**src/sv/bra_pkg.sv**
```systemverilog
// ----------------------------------------------------------------------------
// bra_pkg
// shared types and constants of the bitmap run allocator
// ----------------------------------------------------------------------------
package bra_pkg;

    // pool geometry
    localparam int SLOTS   = 1024;
    localparam int WORD_W  = 32;
    localparam int WORDS   = SLOTS / WORD_W;
    localparam int IDX_W   = $clog2(SLOTS);
    localparam int CNT_W   = IDX_W + 1;
    localparam int BIT_W   = $clog2(WORD_W);
    localparam int WADDR_W = $clog2(WORDS);
    localparam int TCNT_W  = BIT_W + 1;

    // request codes
    localparam logic CMD_ALLOC   = 1'b0;
    localparam logic CMD_RELEASE = 1'b1;

    typedef struct packed {
        logic             cmd;
        logic [CNT_W-1:0] run_length;
        logic [IDX_W-1:0] start_index;
    } t_req;

    typedef struct packed {
        logic             ok;
        logic [IDX_W-1:0] run_start;
        logic [CNT_W-1:0] free_units;
    } t_rsp;

endpackage

```
**src/sv/bitmap_run_allocator_top.sv**
```systemverilog
// ----------------------------------------------------------------------------
// bitmap_run_allocator_top
// first-fit allocator of contiguous runs over an occupancy bitmap held in a
// word-wide synchronous ram, with a free-unit counter
// ----------------------------------------------------------------------------
//
//  channel   valid         ready         payload            transfer moves
//  request   i_in_valid    o_in_ready    i_in_data  (t_req)  alloc / release
//  result    o_out_valid   i_out_ready   o_out_data (t_rsp)  one per request
//
//  a request is taken only while the engine is idle; its result goes into an
//  output register, so the next request is taken while that result waits
//  allocate: map words are scanned in order until a run fits (up to 32 words), then
//  each word of the run is marked (up to 32), paced by the single read port of the map ram
//  release: each word of the run is cleared (up to 32); refused or empty requests skip
//  the map. after reset the whole map reads free through per-word valid bits, so no
//  clearing pass is run; a stalled result only holds the engine in its end state
//
module bitmap_run_allocator_top (
    input  logic          i_clk,
    input  logic          i_rst_n,
    input  logic          i_in_valid,
    output logic          o_in_ready,
    input  bra_pkg::t_req i_in_data,
    output logic          o_out_valid,
    input  logic          i_out_ready,
    output bra_pkg::t_rsp o_out_data
);

    typedef enum logic [1:0] {
        S_IDLE,
        S_SEARCH,
        S_MARK,
        S_FIN
    } t_state;

    // occupancy map ram, one bit per unit, busy = 1
    logic [bra_pkg::WORD_W-1:0] r_map_mem [0:bra_pkg::WORDS-1];
    logic [bra_pkg::WORDS-1:0]  r_row_valid;
    logic [bra_pkg::WORD_W-1:0] r_rd_data;
    logic                       r_rd_valid;

    // ram port controls
    logic                        rd_en;
    logic [bra_pkg::WADDR_W-1:0] rd_addr;
    logic                        wr_en;
    logic [bra_pkg::WADDR_W-1:0] wr_addr;
    logic [bra_pkg::WORD_W-1:0]  wr_data;

    // engine state
    t_state                      r_state,     n_state;
    logic [bra_pkg::CNT_W-1:0]   r_len,       n_len;
    logic [bra_pkg::CNT_W-1:0]   r_free,      n_free;
    logic [bra_pkg::WADDR_W-1:0] r_word,      n_word;
    logic [bra_pkg::CNT_W-1:0]   r_cur_run,   n_cur_run;
    logic [bra_pkg::IDX_W-1:0]   r_start,     n_start;
    logic [bra_pkg::IDX_W-1:0]   r_lo,        n_lo;
    logic [bra_pkg::IDX_W-1:0]   r_hi,        n_hi;
    logic                        r_set,       n_set;
    logic [bra_pkg::WADDR_W-1:0] r_mark_word, n_mark_word;
    logic                        r_ok,        n_ok;
    logic [bra_pkg::IDX_W-1:0]   r_run_start, n_run_start;
    logic                        r_out_valid, n_out_valid;
    bra_pkg::t_rsp               r_out,       n_out;

    // word under inspection
    logic [bra_pkg::WORD_W-1:0]  word_eff;
    logic [bra_pkg::IDX_W-1:0]   word_base;
    logic [bra_pkg::TCNT_W-1:0]  trail_free;
    logic [bra_pkg::TCNT_W-1:0]  top_free;
    logic [bra_pkg::WORD_W-1:0]  free_span [0:bra_pkg::BIT_W];
    logic [bra_pkg::WORD_W-1:0]  fit_mask;
    logic [bra_pkg::TCNT_W:0]    fit_off;
    logic [bra_pkg::BIT_W-1:0]   fit_idx;
    logic [bra_pkg::CNT_W:0]     prefix_sum;
    logic                        hit_prefix;
    logic                        hit_inner;
    logic                        hit;
    logic [bra_pkg::IDX_W-1:0]   hit_start;
    logic [bra_pkg::CNT_W-1:0]   carry_start;

    // run edits
    logic [bra_pkg::BIT_W-1:0]   lo_bit;
    logic [bra_pkg::BIT_W-1:0]   hi_bit;
    logic [bra_pkg::WORD_W-1:0]  run_mask;
    logic [bra_pkg::CNT_W-1:0]   rel_room;
    logic [bra_pkg::CNT_W-1:0]   rel_clip;
    logic [bra_pkg::CNT_W:0]     rel_sum;
    logic                        in_xfer;

    assign in_xfer     = i_in_valid && o_in_ready;
    assign o_in_ready  = (r_state == S_IDLE);
    assign o_out_valid = r_out_valid;
    assign o_out_data  = r_out;

    // ------------------------------------------------------------------
    // map ram: one read and one write port, registered read data
    // ------------------------------------------------------------------
    always_ff @(posedge i_clk) begin
        if (rd_en) begin
            r_rd_data <= r_map_mem[rd_addr];
        end
        if (wr_en) begin
            r_map_mem[wr_addr] <= wr_data;
        end
    end

    // a row that was never written reads as all free
    always_ff @(posedge i_clk) begin
        if (!i_rst_n) begin
            r_row_valid <= '0;
            r_rd_valid  <= 1'b0;
        end else begin
            if (rd_en) begin
                r_rd_valid <= r_row_valid[rd_addr];
            end
            if (wr_en) begin
                r_row_valid[wr_addr] <= 1'b1;
            end
        end
    end

    assign word_eff  = r_rd_valid ? r_rd_data : '0;
    assign word_base = {r_word, bra_pkg::BIT_W'(0)};

    // ------------------------------------------------------------------
    // first-fit step over one word
    // ------------------------------------------------------------------
    always_comb begin
        // free units from bit 0 upwards, and from the top bit downwards
        trail_free = bra_pkg::TCNT_W'(bra_pkg::WORD_W);
        for (int i = bra_pkg::WORD_W - 1; i >= 0; i--) begin
            if (word_eff[i]) begin
                trail_free = bra_pkg::TCNT_W'(i);
            end
        end
        top_free = bra_pkg::TCNT_W'(bra_pkg::WORD_W);
        for (int i = 0; i < bra_pkg::WORD_W; i++) begin
            if (word_eff[i]) begin
                top_free = bra_pkg::TCNT_W'(bra_pkg::WORD_W - 1 - i);
            end
        end

        // free_span[b] bit j: units j .. j+2^b-1 all free inside the word
        free_span[0] = ~word_eff;
        for (int b = 1; b <= bra_pkg::BIT_W; b++) begin
            free_span[b] = free_span[b-1] & (free_span[b-1] >> (1 << (b - 1)));
        end
        // compose a span of exactly the run length
        fit_mask = '1;
        fit_off  = '0;
        for (int b = 0; b <= bra_pkg::BIT_W; b++) begin
            if (r_len[b]) begin
                fit_mask = fit_mask & (free_span[b] >> fit_off);
                fit_off  = fit_off + (bra_pkg::TCNT_W + 1)'(1 << b);
            end
        end
        fit_idx = '0;
        for (int i = bra_pkg::WORD_W - 1; i >= 0; i--) begin
            if (fit_mask[i]) begin
                fit_idx = bra_pkg::BIT_W'(i);
            end
        end

        // run carried in from earlier words completes here
        prefix_sum = (bra_pkg::CNT_W + 1)'(r_cur_run) + (bra_pkg::CNT_W + 1)'(trail_free);
        hit_prefix = prefix_sum >= (bra_pkg::CNT_W + 1)'(r_len);
        // or a short run lies wholly inside this word
        hit_inner  = (r_len <= bra_pkg::CNT_W'(bra_pkg::WORD_W)) && (fit_mask != '0);
        hit        = hit_prefix || hit_inner;
        hit_start  = hit_prefix ? r_start : (word_base + bra_pkg::IDX_W'(fit_idx));
        // start of the free tail that runs into the next word
        carry_start = bra_pkg::CNT_W'(word_base) + bra_pkg::CNT_W'(bra_pkg::WORD_W)
                    - bra_pkg::CNT_W'(top_free);
    end

    // ------------------------------------------------------------------
    // set / clear mask of the run over the word being edited
    // ------------------------------------------------------------------
    always_comb begin
        lo_bit = (r_mark_word == r_lo[bra_pkg::IDX_W-1:bra_pkg::BIT_W])
               ? r_lo[bra_pkg::BIT_W-1:0] : '0;
        hi_bit = (r_mark_word == r_hi[bra_pkg::IDX_W-1:bra_pkg::BIT_W])
               ? r_hi[bra_pkg::BIT_W-1:0] : '1;
        run_mask = ({bra_pkg::WORD_W{1'b1}} << lo_bit)
                 & ({bra_pkg::WORD_W{1'b1}} >> (~hi_bit));
        wr_data  = r_set ? (word_eff | run_mask) : (word_eff & ~run_mask);
    end

    // release clipped at the pool end, credit saturating at the pool size
    always_comb begin
        rel_room = bra_pkg::CNT_W'(bra_pkg::SLOTS) - bra_pkg::CNT_W'(i_in_data.start_index);
        rel_clip = (i_in_data.run_length < rel_room) ? i_in_data.run_length : rel_room;
        rel_sum  = (bra_pkg::CNT_W + 1)'(r_free) + (bra_pkg::CNT_W + 1)'(rel_clip);
    end

    // ------------------------------------------------------------------
    // sequencer
    // ------------------------------------------------------------------
    always_comb begin
        n_state     = r_state;
        n_len       = r_len;
        n_free      = r_free;
        n_word      = r_word;
        n_cur_run   = r_cur_run;
        n_start     = r_start;
        n_lo        = r_lo;
        n_hi        = r_hi;
        n_set       = r_set;
        n_mark_word = r_mark_word;
        n_ok        = r_ok;
        n_run_start = r_run_start;
        n_out       = r_out;
        n_out_valid = r_out_valid && !i_out_ready;
        rd_en       = 1'b0;
        rd_addr     = '0;
        wr_en       = 1'b0;
        wr_addr     = r_mark_word;

        unique case (r_state)
            S_IDLE: begin
                if (in_xfer) begin
                    n_len       = i_in_data.run_length;
                    n_run_start = '0;
                    if (i_in_data.cmd == bra_pkg::CMD_ALLOC) begin
                        if (i_in_data.run_length == '0 || r_free < i_in_data.run_length) begin
                            // refused: zero length, or too few free units on the counter
                            n_ok    = 1'b0;
                            n_state = S_FIN;
                        end else begin
                            rd_en     = 1'b1;
                            rd_addr   = '0;
                            n_word    = '0;
                            n_cur_run = '0;
                            n_start   = '0;
                            n_state   = S_SEARCH;
                        end
                    end else begin
                        n_ok   = 1'b1;
                        n_free = (rel_sum > (bra_pkg::CNT_W + 1)'(bra_pkg::SLOTS))
                               ? bra_pkg::CNT_W'(bra_pkg::SLOTS) : rel_sum[bra_pkg::CNT_W-1:0];
                        if (rel_clip == '0) begin
                            n_state = S_FIN;
                        end else begin
                            n_lo        = i_in_data.start_index;
                            n_hi        = i_in_data.start_index
                                        + rel_clip[bra_pkg::IDX_W-1:0] - 1'b1;
                            n_set       = 1'b0;
                            rd_en       = 1'b1;
                            rd_addr     = i_in_data.start_index[bra_pkg::IDX_W-1:bra_pkg::BIT_W];
                            n_mark_word = rd_addr;
                            n_state     = S_MARK;
                        end
                    end
                end
            end

            S_SEARCH: begin
                if (hit) begin
                    n_lo        = hit_start;
                    n_hi        = hit_start + r_len[bra_pkg::IDX_W-1:0] - 1'b1;
                    n_set       = 1'b1;
                    n_ok        = 1'b1;
                    n_run_start = hit_start;
                    n_free      = r_free - r_len;
                    rd_en       = 1'b1;
                    rd_addr     = hit_start[bra_pkg::IDX_W-1:bra_pkg::BIT_W];
                    n_mark_word = rd_addr;
                    n_state     = S_MARK;
                end else if (r_word == bra_pkg::WADDR_W'(bra_pkg::WORDS - 1)) begin
                    // map exhausted, no free run long enough
                    n_ok    = 1'b0;
                    n_state = S_FIN;
                end else begin
                    rd_en   = 1'b1;
                    rd_addr = r_word + 1'b1;
                    n_word  = rd_addr;
                    if (trail_free == bra_pkg::TCNT_W'(bra_pkg::WORD_W)) begin
                        n_cur_run = r_cur_run + bra_pkg::CNT_W'(bra_pkg::WORD_W);
                    end else begin
                        n_cur_run = bra_pkg::CNT_W'(top_free);
                        n_start   = carry_start[bra_pkg::IDX_W-1:0];
                    end
                end
            end

            S_MARK: begin
                // write back this word while the next one is read
                wr_en = 1'b1;
                if (r_mark_word == r_hi[bra_pkg::IDX_W-1:bra_pkg::BIT_W]) begin
                    n_state = S_FIN;
                end else begin
                    rd_en       = 1'b1;
                    rd_addr     = r_mark_word + 1'b1;
                    n_mark_word = rd_addr;
                end
            end

            S_FIN: begin
                if (!r_out_valid || i_out_ready) begin
                    n_out.ok         = r_ok;
                    n_out.run_start  = r_ok ? r_run_start : '0;
                    n_out.free_units = r_free;
                    n_out_valid      = 1'b1;
                    n_state          = S_IDLE;
                end
            end

            default: begin
                n_state = S_IDLE;
            end
        endcase
    end

    always_ff @(posedge i_clk) begin
        if (!i_rst_n) begin
            r_state     <= S_IDLE;
            r_free      <= bra_pkg::CNT_W'(bra_pkg::SLOTS);
            r_out_valid <= 1'b0;
        end else begin
            r_state     <= n_state;
            r_free      <= n_free;
            r_out_valid <= n_out_valid;
        end
        r_len       <= n_len;
        r_word      <= n_word;
        r_cur_run   <= n_cur_run;
        r_start     <= n_start;
        r_lo        <= n_lo;
        r_hi        <= n_hi;
        r_set       <= n_set;
        r_mark_word <= n_mark_word;
        r_ok        <= n_ok;
        r_run_start <= n_run_start;
        r_out       <= n_out;
    end

endmodule

```
**config.mk**
```make
export PLATFORM = sky130hd
export DESIGN_NAME = bitmap_run_allocator_top
export DESIGN_NICKNAME = d
export VERILOG_FILES = /design/src/sv/bra_pkg.sv /design/src/sv/bitmap_run_allocator_top.sv
export SDC_FILE = /design/constraint.sdc
export NUM_CORES = 2
export LEC_CHECK = 0
export CORE_MARGIN = 4
export CORE_UTILIZATION = 30
export DETAILED_ROUTE_END_ITERATION = 12
export DONT_BUFFER_PORTS = 1
export GPL_ROUTABILITY_DRIVEN = 0
export PLACE_DENSITY = 0.42
export SYNTH_ARGS = -nofsm -noshare
export SYNTH_HDL_FRONTEND = slang
export SYNTH_SLANG_ARGS = --single-unit
```
**constraint.sdc**
```tcl
create_clock -name i_clk -period 10.63 [get_ports i_clk]
set_input_delay 1.063 -clock i_clk [delete_from_list [all_inputs] [get_ports i_clk]]
set_output_delay 1.063 -clock i_clk [all_outputs]
set_load 0.05 [all_outputs]
```
# After elaboration in Yosys (flattened, before gate mapping)
# Memories as Yosys holds them, arrays and structs flattened. A register that Yosys moved wholly into a read port is not among the register bits.
# Index checks and enable logic that the tools add are counted.
# totals
register_bits	143
mem_bits_rw	1024
elab_cells	315
mem_count	1
# op_classes
n_addsub	18
order_cmp	8
eq_ne	21
n_shift	7
n_mux	200
bitwise	17
reduce_logical	25
# memory_table
name	depth	word_bits	read_ports	rd_clocked_by_memory_dff	wr	line	text
r_map_mem	32	32	1	1	1	bitmap_run_allocator_top.sv:38	logic [bra_pkg::WORD_W-1:0] r_map_mem [0:bra_pkg::WORDS-1];
# op_table
cell	n
6-bit two-way mux	64
32-bit two-way mux	8
5-bit two-way mux	50
32-bit bitwise AND	7
10-bit two-way mux	16
32-bit by 7-bit right shift with 32-bit output	5
11-bit two-way mux	11
10-bit case mux with 2 select lines	4
32-bit NOT	2
32-bit bitwise OR	2
11-bit case mux with 2 select lines	2
32-bit by 16-bit bitwise AND with 32-bit output	1
32-bit by 24-bit bitwise AND with 32-bit output	1
32-bit by 28-bit bitwise AND with 32-bit output	1
32-bit by 30-bit bitwise AND with 32-bit output	1
32-bit by 31-bit bitwise AND with 32-bit output	1
32-bit nonzero test	1
32-bit by 5-bit << shifter with 32-bit output, first input constant	1
32-bit by 5-bit right shift with 32-bit output, first input constant	1
5-bit case mux with 3 select lines	2
7-bit two-way mux	4
1-bit two-way mux	25
11-bit logical NOT	2
11-bit < comparator	2
49 further kinds	82

# Logic depth before layout (Yosys ltp)
# depth
ltp_word	52
ltp_mapped	52
depth_no_buf	47

# Worst setup path after synthesis
# Ideal clock, no wire load.
# synth_path
path_kind	register to register
start	reg r_rd_valid
end	reg r_hi[9] (netlist name), data pin
setup_time_ps	268
arrival_ps	8272
required_ps	10362
path_slack_ps	2090
path_stages_with_launch	50
path_buffers	5
synth_period_minus_slack_ps	8540
path_cell_list	dfxtp_1 > buf_2 > inv_2 > clkbuf_1 > buf_1 > clkbuf_1 > clkbuf_1 > nor2_1 > o21ai_0 > a21oi_1 > o21ai_0 > a21oi_1 > o21bai_1 > a21oi_1 > o21bai_1 > a21oi_1 > o21bai_1 > a21oi_1 > [... 14 more ...] > a31o_1 > nand4bb_1 > nor2_1 > a32o_1 > inv_1 > ha_1 > inv_1 > ha_1 > inv_1 > o21ai_0 > and2_1 > o21ai_0 > nand2b_1 > a21o_1 > a21oi_1 > xnor2_1 > xnor2_1 > mux2i_1
# synth_between
elab_chain_len	52
elab_cells_between_ends	95
classes_between	add/sub: 4; order compare: 1; shift: 5; mux: 74; bitwise: 11
# synth_rtl
element	line	text
start: declaration	bitmap_run_allocator_top.sv:41	logic r_rd_valid;
start signal: assignment	bitmap_run_allocator_top.sv:115	r_rd_valid <= r_row_valid[rd_addr];
32-bit two-way mux *	bitmap_run_allocator_top.sv:123	assign word_eff = r_rd_valid ? r_rd_data : '0;
32-bit NOT	bitmap_run_allocator_top.sv:145	free_span[0] = ~word_eff;
32-bit by 31-bit bitwise AND with 32-bit output	bitmap_run_allocator_top.sv:147	free_span[b] = free_span[b-1] & (free_span[b-1] >> (1 << (b - 1)));
32-bit by 7-bit right shift with 32-bit output	bitmap_run_allocator_top.sv:154	fit_mask = fit_mask & (free_span[b] >> fit_off);
32-bit bitwise AND	bitmap_run_allocator_top.sv:154	
32-bit two-way mux	bitmap_run_allocator_top.sv:153	if (r_len[b]) begin
32-bit bitwise AND	bitmap_run_allocator_top.sv:154	
32-bit two-way mux	bitmap_run_allocator_top.sv:153	
[... 6 more ...]	--	
5-bit two-way mux (32 in series)	bitmap_run_allocator_top.sv:160	if (fit_mask[i]) begin
10-bit by 5-bit adder with 10-bit output	bitmap_run_allocator_top.sv:171	hit_start = hit_prefix ? r_start : (word_base + bra_pkg::IDX_W'(fit_idx));
10-bit two-way mux *	bitmap_run_allocator_top.sv:171	
10-bit adder *	bitmap_run_allocator_top.sv:261	n_hi = hit_start + r_len[bra_pkg::IDX_W-1:0] - 1'b1;
10-bit by 1-bit subtractor with 10-bit output *	bitmap_run_allocator_top.sv:261	
10-bit two-way mux *	bitmap_run_allocator_top.sv:259	if (hit) begin
10-bit case mux with 2 select lines *	bitmap_run_allocator_top.sv:220	unique case (r_state)
named net n_hi, one bit	bitmap_run_allocator_top.sv:58	logic [bra_pkg::IDX_W-1:0] r_hi, n_hi;
end signal: assignment	bitmap_run_allocator_top.sv:330	r_hi <= n_hi;
end: declaration	bitmap_run_allocator_top.sv:58	
# The timed path passes the listed nets; every way through them passes the cells marked *. The select of a mux whose other input is x is not followed.
# A chain may end at the register's enable or synchronous reset.

# Final worst setup path
# layout_path
start	reg r_rd_data[30] (netlist name), read port of r_map_mem
end	reg r_rd_data[27] (netlist name), read port of r_map_mem, data pin
# layout_between
elab_chain_len	50
elab_cells_between_ends	97
classes_between	add/sub: 2; order compare: 1; shift: 5; mux: 75; bitwise: 11; reduce/logical: 3
# layout_rtl
element	line	text
start: declaration	bitmap_run_allocator_top.sv:40	logic [bra_pkg::WORD_W-1:0] r_rd_data;
32-bit two-way mux *	bitmap_run_allocator_top.sv:123	
32-bit NOT	bitmap_run_allocator_top.sv:145	
32-bit by 31-bit bitwise AND with 32-bit output	bitmap_run_allocator_top.sv:147	
32-bit by 7-bit right shift with 32-bit output	bitmap_run_allocator_top.sv:154	
32-bit bitwise AND	bitmap_run_allocator_top.sv:154	
32-bit two-way mux	bitmap_run_allocator_top.sv:153	
32-bit bitwise AND	bitmap_run_allocator_top.sv:154	
32-bit two-way mux	bitmap_run_allocator_top.sv:153	
[... 3 more ...]	--	
32-bit two-way mux	bitmap_run_allocator_top.sv:153	
32-bit bitwise AND	bitmap_run_allocator_top.sv:154	
32-bit two-way mux	bitmap_run_allocator_top.sv:153	
5-bit two-way mux (32 in series)	bitmap_run_allocator_top.sv:160	
10-bit by 5-bit adder with 10-bit output	bitmap_run_allocator_top.sv:171	
10-bit two-way mux	bitmap_run_allocator_top.sv:171	
5-bit two-way mux	bitmap_run_allocator_top.sv:259	
5-bit case mux with 3 select lines	bitmap_run_allocator_top.sv:220	
# Every way passes the cells marked *; elsewhere a longest branch is shown, timed or not.

==> results by group <==
Run status
  • Outcome: complete, no violations

Floorplanning
  • Starting utilization of the core area: 30.19%
  • Floorplan die area: 196,000 µm²
  • Die W: 442.8 µm
  • Total number of placement rows: 159
  • Core region area: 187,800 µm²
  • Ports placed on the boundary: 50
  • Die boundary height: 442.8 µm

Synth
  • Synth Flop Type: edfxtp_1
  • Number of flip-flops and latches in the synthesized netlist: 1,199
  • Number of synthesized flops with an enable pin: 1,152
  • Synthesized cell area: 56,700 µm²
  • Synthesized netlist cell count: 4,531
  • Synth Area per Inst: 12.51 µm²
  • Ys Warns: 0
  • Synthesized netlist net count: 4,674
  • Cell variety after synth: 91
  • Share of synthesized area occupied by flip-flops and latches: 62.67%
  • Fraction of synthesis flops using an asynchronous set or reset pin: 0%

Global route
  • Via count of the first global-routing pass: 38,880
  • Initial antenna violation count: 1
  • Pin count of the biggest net entering global routing: 130
  • Gr usage total: 20.90%
  • Wire length of the first global-routing pass: 299,600 µm
  • Global-route congestion overflow total: 0

Final layout
  • Fin util: 34.55%
  • Diodes inserted: 0
  • Layout cells sized above 1: 11.54%
  • Area added between synthesis and finish: 14.44%
  • Number of nets in the layout: 4,692
  • Number of standard cells in the final layout excluding fillers: 7,148

Drt
  • Iteration-0 DRC Markers: 3,891
  • Total wire length after detailed routing: 210,600 µm
  • Remaining number of nets flagged by the antenna check after routing: 0
  • First-pass iteration count of the detailed router: 6
  • Average vias per placed instance: 5.570
  • Via total after detailed routing: 39,810
  • Post-detailed-route DRC marker count: 0
  • Routed length per placed instance: 29.46 µm

Pwr
  • Internal power consumption: 0.01152 W
  • Power Density: 303.7 nW/µm²
  • Share of total power in the clock network: 22.9%
  • Worst vdd rail ir drop: 0.4266 mV
  • Standby leakage power: 22.29 nW
  • Power after layout: 0.01971 W
  • Switching share of power: 41.56%
  • Relative contribution of combinational cells to total power: 43.6%
  • Part of the power in registers: 33.4%
  • Net switching component of the power: 0.008191 W

Run
  • Number of maximum-capacitance constraint violations: 0

Worst setup path
  • Critical-path cell with the highest stage delay: or4_1
  • Largest fanout on the critical path: 55
  • Required arrival time at the worst endpoint: 11.07 ns
  • Type of the worst setup path: reg2reg
  • Cell repeated most along the worst path: a21oi_1
  • Kind of end point of the critical path: flop
  • Worst Path Arrival: 10.11 ns
  • Kind of launch point of the worst setup path: flop
  • Slowest cell delay on critical path: 0.62 ns

Place
  • Post-placement cell count: 6,903
  • I/O Buffers: 0
  • DPL Wire Length: 123,800 µm

STA
  • Smallest hold slack: 0.3691 ns
  • Relative slew slack: 11.46%
  • Final setup violation count: 0
  • Worst Skew: 0.04547 ns
  • Highest attainable clock frequency: 103.4 MHz
  • RSZ-0062 raised after global routing: no
  • Min cycle time layout: 9.669 ns
  • Setup tns final: 0 ns
  • Worst Tran Pin Value: 1.328 ns
  • Final Hold Vio Count: 0
  • Pins Over Slew Limit: 0
  • Final period util: 90.96%

Clock tree
  • Bufs on Longest Clock Path: 3
  • Number of H-tree levels: 4
  • CTS Hold Buffers Added: 0
  • Number of sinks driven by the clock tree: 1,199
  • PostCTS Resize Cnt: 0
  • Clock tree from TritonCTS: built
  • CTS clk-pin slew, worst paths: 0.06 ns
  • Buffers inserted by post-CTS timing repair: 0
  • Clock insertion delay at the later pin of the skew report: 0.79 ns
  • Number of buffers created by CTS: 139
  • Root cell of the clock tree: clkbuf_16

Worst hold path
  • Worst min-delay path class: in2reg
[placed cells by master, fill, tap and decap left out, types with 134 or more instances in the layout]
cell       Yosys  final
o21ai_0      173    150
inv_1        140    140
and3_1       135    134
nand2_1      514    510
edfxtp_1    1152   1152
nor2_1       248    212
buf_4          4    173
mux2i_1      252    249
clkbuf_16      0    145
a21oi_1      152    152
[synth_stat cells (42+ instances only)]
master | n | share of area (%)
mux2i_1 | 252 | 4.4
edfxtp_1 | 1152 | 61
dfxtp_1 | 47 | 1.7
nor2_1 | 248 | 1.6
inv_1 | 140 | 0.93
xnor2_1 | 47 | 0.73
nand3_1 | 125 | 1.1
or4_1 | 42 | 0.56
ha_1 | 112 | 2.5
nand2_1 | 514 | 3.4
o22ai_1 | 52 | 0.57
a21oi_1 | 152 | 1.3
nor3_1 | 50 | 0.44
and3_1 | 135 | 1.5
mux2_2 | 42 | 0.83
o21a_1 | 46 | 0.61
o221ai_1 | 105 | 1.6
o21ai_0 | 173 | 1.5
a21o_1 | 49 | 0.65
a2bb2oi_1 | 128 | 2.0
o31ai_1 | 48 | 0.64
clkbuf_1 | 216 | 1.4
[final timing paths]
path	from	endpoint	slack, ns	depth (start not counted)
setup reg to reg	r_rd_data[30]$_DFFE_PP_	r_rd_data[27]$_DFFE_PP_	0.96	39
hold reg to reg	r_row_valid[15]$_SDFFE_PN0P_	r_row_valid[15]$_SDFFE_PN0P_	0.46	1
setup / recovery	r_rd_data[30]$_DFFE_PP_	r_rd_data[27]$_DFFE_PP_	0.96	39
hold / removal	i_in_data[15]	r_len[5]$_DFFE_PP_	0.37	0
[worst max-delay path: cells and delay by family (launching register included)]
family / cells / cell delay [ns]
AOI/OAI and AO/OA: 22 / 3.75
and+or+nand+nor: 10 / 2.92
buffers and inverters: 3 / 0.84
DFF: 1 / 0.56
adders and majority gates: 2 / 0.51
muxes: 1 / 0.37
xor gates and xnor gates: 1 / 0.14
[cells by family after synthesis]
| logic type | share of synthesized area [%] |
|---|---|
| AOI/OAI and AO/OA | 13.92 |
| xor gates and xnor gates | 1.158 |
| adders and majority gates | 2.648 |
| buffers and inverters | 3.235 |
| DFF | 62.67 |
| muxes | 5.521 |
| and+or+nand+nor | 10.85 |
[power by group through the flow]
stage | logic, W | clock network (W) | registers (W)
after floorplan | 0.00531 | 0 | 0.00642
after global placement | 0.00865 | 0 | 0.00667
after detailed placement | 0.00863 | 0 | 0.00667
after CTS | 0.00865 | 0.00464 | 0.00658
after global routing | 0.00924 | 0.00482 | 0.00661
final | 0.00859 | 0.00452 | 0.00659
[per-stage QoR]
stage / area, µm² / setup WS, ns
3_5_place_dp: 60680 / 1.016
4_1_cts: 64890 / 0.9636
2_1_floorplan: 56700 / 2.090
6_report: 64890 / 0.9608
3_3_place_gp: 60680 / 0.9525
5_1_grt: 64890 / 0.1918
[layer usage]
| layer | track usage (%) | vias to the layer above | routed length (µm) |
|---|---|---|---|
| met5 | 0 | - | 0 |
| met4 | 5.775 | 0 | 5627 |
| met2 | 34.56 | 1435 | 100200 |
| met3 | 3.000 | 319 | 11480 |
| met1 | 28.67 | 20500 | 93240 |
| li1 | - | 17560 | - |
[flip-flops by register name, indices dropped and copies added (netlist names), 11 cells and up]
name	flops
r_row_valid	32
r_cur_run	11
o_out_data	22
r_free	11
r_map_mem	1024
r_rd_data	32
r_len	11
[cell type report]
type / count / area (µm²)
Clock inverter: 67 / 431.7
Fill cell: 18530 / 122900
Tap cell: 2495 / 3122
Inverter: 142 / 533.0
Sequential cell: 1199 / 35540
Multi-Input combinational cell: 2881 / 19920
Clock buffer: 178 / 3782
Timing Repair Buffer: 186 / 1559
(Power assumes the default switching activity.)
